`src/three_set_intersection_unit_defines.svh`:
```
// Assertion macros used by the RTL datapath file of the intersection unit.
`ifndef THREE_SET_INTERSECTION_UNIT_DEFINES_SVH
`define THREE_SET_INTERSECTION_UNIT_DEFINES_SVH

`ifndef SYNTHESIS
`define TSI_ASSERT(lbl, prop, msg) \
  lbl: assert property (@(posedge clk_i) disable iff (!rst_ni) prop) else $error(msg);
`define TSI_ASSERT_NEVER(lbl, cond, msg) \
  `TSI_ASSERT(lbl, !(cond), msg)
`else
`define TSI_ASSERT(lbl, prop, msg)
`define TSI_ASSERT_NEVER(lbl, cond, msg)
`endif

`endif

```
`src/tsi_pkg.sv`:
```
`default_nettype none
package tsi_pkg;

  localparam int unsigned KeyWidth = 32;
  localparam int unsigned DefaultSlots = 256;

  typedef enum logic [1:0] {
    MODE_CLEAR  = 2'd0,
    MODE_FIRST  = 2'd1,
    MODE_SECOND = 2'd2,
    MODE_PROBE  = 2'd3
  } mode_e;

  typedef enum logic [2:0] {
    ST_CLEAR,
    ST_IDLE,
    ST_HASH,
    ST_READ,
    ST_CHECK,
    ST_FINISH
  } state_e;

  typedef struct packed {
    logic                used;
    logic                first;
    logic                second;
    logic [KeyWidth-1:0] key;
  } entry_t;

  typedef struct packed {
    logic load_item;
    logic hash_step;
    logic seek;
    logic clr_wr;
    logic rd;
    logic adv;
    logic finish;
    logic out_load;
  } cmd_t;

  typedef struct packed {
    logic in_clear;
    logic hash_done;
    logic clr_last;
    logic hit;
    logic empty;
    logic scan_last;
    logic out_busy;
  } status_t;

endpackage
`default_nettype wire

```
`src/tsi_ctrl.sv`:
```
`default_nettype none
module tsi_ctrl (
  input  wire logic           clk_i,
  input  wire logic           rst_ni,
  input  wire logic           in_valid_i,
  output logic                in_ready_o,
  input  wire tsi_pkg::status_t status_i,
  output tsi_pkg::cmd_t       cmd_o
);

  tsi_pkg::state_e state_q, state_d;
  logic item_q, item_d;

  always_ff @(posedge clk_i or negedge rst_ni) begin
    if (!rst_ni) begin
      state_q <= tsi_pkg::ST_CLEAR;
      item_q  <= 1'b0;
    end else begin
      state_q <= state_d;
      item_q  <= item_d;
    end
  end

  always_comb begin
    state_d    = state_q;
    item_d     = item_q;
    cmd_o      = '0;
    in_ready_o = 1'b0;
    case (state_q)
      tsi_pkg::ST_CLEAR: begin
        cmd_o.clr_wr = 1'b1;
        cmd_o.adv    = 1'b1;
        if (status_i.clr_last) begin
          state_d = item_q ? tsi_pkg::ST_FINISH : tsi_pkg::ST_IDLE;
        end
      end
      tsi_pkg::ST_IDLE: begin
        in_ready_o = 1'b1;
        if (in_valid_i) begin
          cmd_o.load_item = 1'b1;
          item_d = 1'b1;
          state_d = status_i.in_clear ? tsi_pkg::ST_CLEAR : tsi_pkg::ST_HASH;
        end
      end
      tsi_pkg::ST_HASH: begin
        if (status_i.hash_done) begin
          cmd_o.seek = 1'b1;
          state_d = tsi_pkg::ST_READ;
        end else begin
          cmd_o.hash_step = 1'b1;
        end
      end
      tsi_pkg::ST_READ: begin
        cmd_o.rd = 1'b1;
        state_d  = tsi_pkg::ST_CHECK;
      end
      tsi_pkg::ST_CHECK: begin
        if (status_i.hit || status_i.empty || status_i.scan_last) begin
          cmd_o.finish = 1'b1;
          state_d = tsi_pkg::ST_FINISH;
        end else begin
          cmd_o.adv = 1'b1;
          state_d = tsi_pkg::ST_READ;
        end
      end
      tsi_pkg::ST_FINISH: begin
        if (!status_i.out_busy) begin
          cmd_o.out_load = 1'b1;
          state_d = tsi_pkg::ST_IDLE;
        end
      end
      default: begin
        state_d = tsi_pkg::ST_IDLE;
      end
    endcase
  end

endmodule
`default_nettype wire

```
`config.mk`:
```
export PLATFORM = sky130hd
export DESIGN_NAME = tsi_ctrl
export DESIGN_NICKNAME = d
export VERILOG_FILES = /design/src/three_set_intersection_unit_defines.svh /design/src/tsi_pkg.sv /design/src/tsi_ctrl.sv
export SDC_FILE = /design/constraint.sdc
export NUM_CORES = 1
export LEC_CHECK = 0
export BUFFER_PORTS_ARGS = -buffer_cell sky130_fd_sc_hd__buf_2
export CAP_MARGIN = 10
export CORE_AREA = 2 2 39 41
export CTS_CLUSTER_DIAMETER = 150
export DETAILED_ROUTE_END_ITERATION = 8
export DIE_AREA = 0 0 41 43
export SLEW_MARGIN = 20
export SYNTH_ARGS = -nofsm -noshare
export SYNTH_HDL_FRONTEND = slang
export SYNTH_SLANG_ARGS = --single-unit
```
`constraint.sdc`:
```
create_clock -name clk_i -period 1.33 [get_ports clk_i]
set_input_delay 0.266 -clock clk_i [delete_from_list [all_inputs] [get_ports clk_i]]
set_output_delay 0.266 -clock clk_i [all_outputs]
set_load 0.02 [all_outputs]
```
==> results of run 1 <==
-- logic make-up after synthesis --
| kind of cell | after synthesis | share of synthesized area |
|---|---|---|
| AO/OA/AOI/OAI | 6 | 0.129 |
| buffers and inverters | 4 | 0.0547 |
| flip-flops | 4 | 0.313 |
| multiplexers | 2 | 0.0625 |
| AND/OR/NAND/NOR | 23 | 0.441 |
-- critical path: cells and delay by family, from the launching register on --
family	cells	cell delay (ns)
and+or+nand+nor	2	0.52
DFF	1	0.41
buffers and inverters	1	0.12
-- where the power goes --
part | internal [mW] | total, mW | switching [mW]
Clock | 0.101 | 0.151 | 0.0498
Combinational | 0.585 | 1.09 | 0.507
Sequential | 0.168 | 0.222 | 0.0547
Total | 0.853 | 1.47 | 0.612
-- per-layer routing --
| metal | track usage | vias up | share of wire |
|---|---|---|---|
| met3 | 0.0314 | 3 | 0.062 |
| met5 | 0 | - | 0 |
| met4 | 0.120 | 0 | 0.023 |
| met1 | 0.156 | 197 | 0.40 |
| li1 | - | 206 | - |
| met2 | 0.203 | 17 | 0.51 |
-- stage by stage --
stage          instances   util
3_3_place_gp          77  0.368
5_1_grt               86  0.472
6_report              86  0.472
4_1_cts               82  0.431
2_1_floorplan         39      -
3_5_place_dp          77  0.368
-- cell type report --
class | count | area, µm² | area share
repair buffers | 31 | 241 | 0.370
well taps | 16 | 20.0 | 0.0307
flip-flops and latches | 4 | 101 | 0.155
clock buffers | 3 | 22.5 | 0.0345
multi-input cells | 31 | 264 | 0.404
inverters | 1 | 3.75 | 0.00575
-- cells in the final DEF, fill, tap and decap left out, drive strengths merged, types with 2 or more instances in the layout --
cell | synthesis | layout
buf | 2 | 30
clkbuf | 1 | 3
dfrtp | 4 | 4
mux2i | 2 | 2
nand2 | 2 | 2
nor2 | 6 | 6
nor3 | 2 | 2
nor3b | 4 | 4
o21ai | 2 | 2
-- sequential cells by signal, summed over array words and instances, names as in the netlist --
register  flops
item_q        1
state_q       3
-- cells in the mapped netlist, drive strengths merged --
| cell type | count | area (µm²) |
|---|---|---|
| a211oi | 1 | 7.51 |
| a41o | 1 | 10.0 |
| and2 | 1 | 6.26 |
| and3 | 1 | 6.26 |
| and4b | 1 | 10.0 |
| buf | 2 | 10.0 |
| clkbuf | 1 | 3.75 |
| dfrtp | 4 | 100 |
| inv | 1 | 3.75 |
| mux2i | 2 | 20.0 |
| nand2 | 2 | 7.51 |
| nand3b | 1 | 7.51 |
| nor2 | 6 | 22.5 |
| nor3 | 2 | 10.0 |
| nor3b | 4 | 30.0 |
| nor4bb | 1 | 10.0 |
| o211ai | 1 | 7.51 |
| o21ai | 2 | 10.0 |
| o22ai | 1 | 6.26 |
| or2 | 1 | 6.26 |
| or3 | 1 | 6.26 |
| or3b | 1 | 8.76 |
| or4b | 1 | 10.0 |
-- what timing repair did --
action | in CTS | in global routing
gates resized for setup | 16 | 8
hold endpoints to repair | 4 | 0
hold buffers | 1 | 0
pin swaps | 3 | 3
setup endpoints to repair | 9 | 10
buffers inserted | 1 | 3
gates cloned | 0 | 1
-- worst min-delay path by stage --
stage,endpoint,from,cells past startpoint
floorplan,item_q$_DFFE_PN0P_,rst_ni,0
global placement,item_q$_DFFE_PN0P_,rst_ni,1
detailed placement,item_q$_DFFE_PN0P_,rst_ni,1
CTS,state_q[0]$_DFFE_PN0P_,rst_ni,2
global route,state_q[0]$_DFFE_PN0P_,rst_ni,2
finish,state_q[0]$_DFFE_PN0P_,rst_ni,2
==> impl_metrics.csv, run 1 <==
group,metric,value,unit
outcome,status,"finished with violations",
outcome,violations,"setup timing",
synth,netlist_area,320,µm²
placed_design,place_congestion,0.707,
sta,setup_tns,-1.44,ns
cells_and_area,fillers,137,
floorplan,rows,14,
setup_path,endpoint_kind,"output port",
setup_path,reg2reg_to,"state_q[2]$_DFFE_PN0P_",
setup_path,path_cells,"or3b_4 > nor2_4 > buf_6",
cells_and_area,drive_above_1_share,0.629,
sta,setup_viol,10,
sta,timing.hold.ws,0.356,ns
sta,fmax,0.644,GHz
global_routing,grt_util_all_layers,0.138,
synth,ys_warn_count,0,
setup_path,worstSetupPathType,"flip-flop to output port",
clock_network,insertion_delay,0.24,ns
floorplan,start_util,0.231,
placed_design,dp_slack,-0.138,ns
clock_network,htree_levels,1,
setup_path,cpMaxStageDelayCell,"or3b_4",
setup_path,startpoint,"state_q[0]$_DFFE_PN0P_",
min_path,hp-class,"input pin to async pin",
flow_run,drv_cap,0,
setup_path,critPathLaunchType,"flip-flop",
setup_path,crit_fanout,4,
detailed_routing,drt_pass1_iterations,4,
synth,synth.distinct_cells,23,
placed_design,placed_area,509,µm²
sta,min_period_over_period,1.17,
clock_network,clock-root-buffer,"clkbuf_4",
sta,finalHoldViolCount,0,
cells_and_area,num_antenna_cells,0,
global_routing,overflow,0,
setup_path,critPathRequiredTime,1.06,ns
sta,slew_headroom,0.695,
sta,worstMarginPinSlew,0.453,ns
detailed_routing,wl,1020,µm
setup_path,rr_worst_depth,4,
floorplan,die_h,43,µm
global_routing,antenna_found_initial,0,
clock_network,cts_buffers,3,
sta,worst_slack,-0.222,ns
global_routing,grt_pass1_wl,1560,µm
power_and_ir_drop,ir_worst_vdd,0.000688,V
floorplan,dieWidth,41,µm
sta,finalCriticalPeriod,1.55,ns
synth,ys_seq_area_frac,0.313,
synth,postSynthNetCount,49,
sta,slew_viol_final,0,
detailed_routing,post_drt_wl_per_cell,11.8,µm
synth,syn_avg_cell_area,8.21,µm²
placed_design,dpl.hpwl,624,µm
detailed_routing,first_iter_violations,4,
setup_path,endpoint,"cmd_o[1]",
cells_and_area,final_nets,82,
clock_network,cts_tree,"done",
detailed_routing,viasPerCell,4.92,
cells_and_area,final_cell_area,653,µm²
clock_network,clk_path_buf_depth,2,
floorplan,ios,19,
synth,synth_seq_cells,4,
clock_network,cts_sinks,4,
detailed_routing,drcViolationCount,0,
setup_path,ff2ff_setup_slack,-0.09,ns
cells_and_area,syn2layout_area_growth,104,%
clock_network,cts.reportedPaths.clkPinSlew,0.04,ns
power_and_ir_drop,power.total,1.47,mW
global_routing,first_global_vias,346,
floorplan,coreArea,1380,µm²
setup_path,rr_startpoint,"state_q[0]$_DFFE_PN0P_",
power_and_ir_drop,p_leak,0.308,nW
sta,finClkSkew,0.00310,ns
synth,syn-instance-count,39,
setup_path,worstPathArrival,1.29,ns
setup_path,cp_slowest_stage_delay,0.43,ns
sta,rsz0062_at_grt,"yes",
power_and_ir_drop,powerDensity,2240,nW/µm²
floorplan,die_area,1760,µm²
detailed_routing,antenna_left,0,
placed_design,portBuffers,18,
detailed_routing,vias,423,
global_routing,grt_max_degree,12,
No activity file was read; power rests on OpenSTA's default activity.
==> run 2, diff against run 1 <==
Settings changed: PLACE_DENSITY set to 0.55.
==> impl_metrics.csv, run 2 (synthesis results as in run 1) <==
group,metric,value,unit
floorplan,die_h,43,µm
sta,min_period_over_period,1.14,
setup_path,rr_worst_depth,4,
placed_design,dpl.hpwl,626,µm
clock_network,clock-root-buffer,"clkbuf_4",
global_routing,overflow,0,
setup_path,ff2ff_setup_slack,-0.11,ns
sta,finalHoldViolCount,0,
clock_network,htree_levels,1,
global_routing,grt_max_degree,12,
flow_run,drv_cap,0,
power_and_ir_drop,powerDensity,2290,nW/µm²
placed_design,place_congestion,0.607,
sta,slew_viol_final,0,
floorplan,ios,19,
setup_path,rr_startpoint,"state_q[0]$_DFFE_PN0P_",
setup_path,cp_slowest_stage_delay,0.41,ns
detailed_routing,first_iter_violations,7,
min_path,hp-class,"input pin to flip-flop",
global_routing,antenna_found_initial,0,
power_and_ir_drop,p_leak,0.323,nW
sta,fmax,0.659,GHz
detailed_routing,vias,419,
sta,finClkSkew,0.00169,ns
cells_and_area,top_register,"state_q",
setup_path,critPathLaunchType,"flip-flop",
detailed_routing,viasPerCell,4.76,
detailed_routing,post_drt_wl_per_cell,11.4,µm
setup_path,endpoint_kind,"output port",
setup_path,worstPathBufferInverterCount,1,
cells_and_area,final_cell_area,683,µm²
min_path,min-delay-start,"status_i[4]",
cells_and_area,drive_above_1_share,0.653,
clock_network,cts_tree,"done",
setup_path,crit_family,"simple AND/OR/NAND/NOR gates",
detailed_routing,antenna_left,0,
cells_and_area,top_regs,"state_q x3, item_q x1",
sta,setup_viol,10,
cells_and_area,layout_commonest_cell,"buf_4",
placed_design,portBuffers,18,
min_path,whs_path_depth,3,
floorplan,rows,14,
setup_path,path_cells,"or3b_4 > nor2_2 > buf_4",
clock_network,insertion_delay,0.23,ns
clock_network,cts_buffers,3,
setup_path,critPathRequiredTime,1.06,ns
detailed_routing,drt_pass1_iterations,4,
min_path,min_to,"state_q[0]$_DFFE_PN0P_",
placed_design,placed_area,494,µm²
sta,worstMarginPinSlew,0.337,ns
cells_and_area,final_nets,84,
global_routing,first_global_vias,348,
setup_path,cpMaxStageDelayCell,"or3b_4",
setup_path,worstPathArrival,1.25,ns
sta,rsz0062_at_grt,"yes",
cells_and_area,largest_register_ffs,3,
floorplan,dieWidth,41,µm
detailed_routing,drcViolationCount,0,
sta,worst_slack,-0.188,ns
cells_and_area,fillers,139,
floorplan,coreArea,1380,µm²
floorplan,die_area,1760,µm²
placed_design,dp_slack,-0.117,ns
cells_and_area,layout_common_cells,"buf_4 (12), buf_2 (10), buf_6 (9)",
setup_path,crit_fanout,3,
global_routing,grt_pass1_wl,1500,µm
clock_network,clk_path_buf_depth,2,
outcome,violations,"setup timing",
cells_and_area,syn2layout_area_growth,113,%
clock_network,cts.reportedPaths.clkPinSlew,0.04,ns
global_routing,grt_util_all_layers,0.132,
setup_path,reg2reg_to,"state_q[2]$_DFFE_PN0P_",
power_and_ir_drop,ir_worst_vdd,0.000762,V
sta,slew_headroom,0.774,
floorplan,start_util,0.231,
clock_network,cts_sinks,4,
sta,finalCriticalPeriod,1.52,ns
detailed_routing,wl,1010,µm
setup_path,worstSetupPathType,"flip-flop to output port",
cells_and_area,num_antenna_cells,0,
outcome,status,"finished with violations",
cells_and_area,post-route-util,0.494,
==> run 2: cell types whose count changed in the layout (fill, tap and decap cells not counted) <==
cell / delta
or3_4: +1
nor2_4: -1
buf_2: -1
buf_12: +1
nor2_2: +1
buf_4: +2
or3_1: -1
==> run 2: power breakdown <==
group          switching [mW]  internal (mW)  total, mW
sequential             0.0485          0.167      0.216
clock                  0.0453          0.101      0.146
combinational           0.525          0.680       1.21
total                   0.619          0.948       1.57
==> run 2: stage by stage <==
step,hold slack [ns],total power [mW],cells,TNS [ns]
floorplan,-0.0296,0.770,39,-0.0741
detailed placement,0.0725,1.01,75,-0.123
global route,0.396,1.67,88,-1.84
finish,0.353,1.57,88,-1.27
global placement,0.0713,1.02,75,-0.114
CTS,0.357,1.42,82,-1.21
==> run 2: worst reg2reg max path, delay by kind of cell (launching register included) <==
kind | cells | cell delay, ns
compound gates | 2 | 0.31
buf+inv | 1 | 0.15
flops | 1 | 0.39
simple gates | 1 | 0.52
==> run 2: metal layers <==
layer	GRT usage	wire, µm	vias up	share of wire
met5	0	0	-	0
met4	0.120	0	0	0
met3	0.0314	71	0	0.071
met2	0.197	519	16	0.52
met1	0.143	416	191	0.41
li1	-	-	212	-
==> run 2: worst max-delay path by stage <==
stage / startpoint / end / slack (ns) / cells past startpoint
6_report: state_q[0]$_DFFE_PN0P_ / cmd_o[1] / -0.19 / 3
5_1_grt: state_q[1]$_DFFE_PN0P_ / cmd_o[7] / -0.24 / 4
4_1_cts: state_q[0]$_DFFE_PN0P_ / cmd_o[1] / -0.20 / 3
3_5_place_dp: status_i[2] / cmd_o[2] / -0.12 / 4
3_3_place_gp: status_i[2] / cmd_o[2] / -0.10 / 4
2_1_floorplan: state_q[2]$_DFFE_PN0P_ / cmd_o[7] / -0.04 / 3
==> run 2: final cells by class <==
type                    instances  area, µm²  area share
well taps                      16       20.0      0.0293
clock buffers                   3       22.5      0.0330
multi-input cells              31        264       0.386
repair buffers                 33        272       0.397
inverters                       1       3.75     0.00549
flip-flops and latches          4        101       0.148
==> run 2: timing repair <==
item	4_1_cts	5_1_grt
endpoints found under the hold margin	4	0
endpoints found under the setup margin	9	10
gates cloned	0	1
pin swaps	3	6
hold buffers	1	0
buffers inserted	3	5
resized for setup	19	6
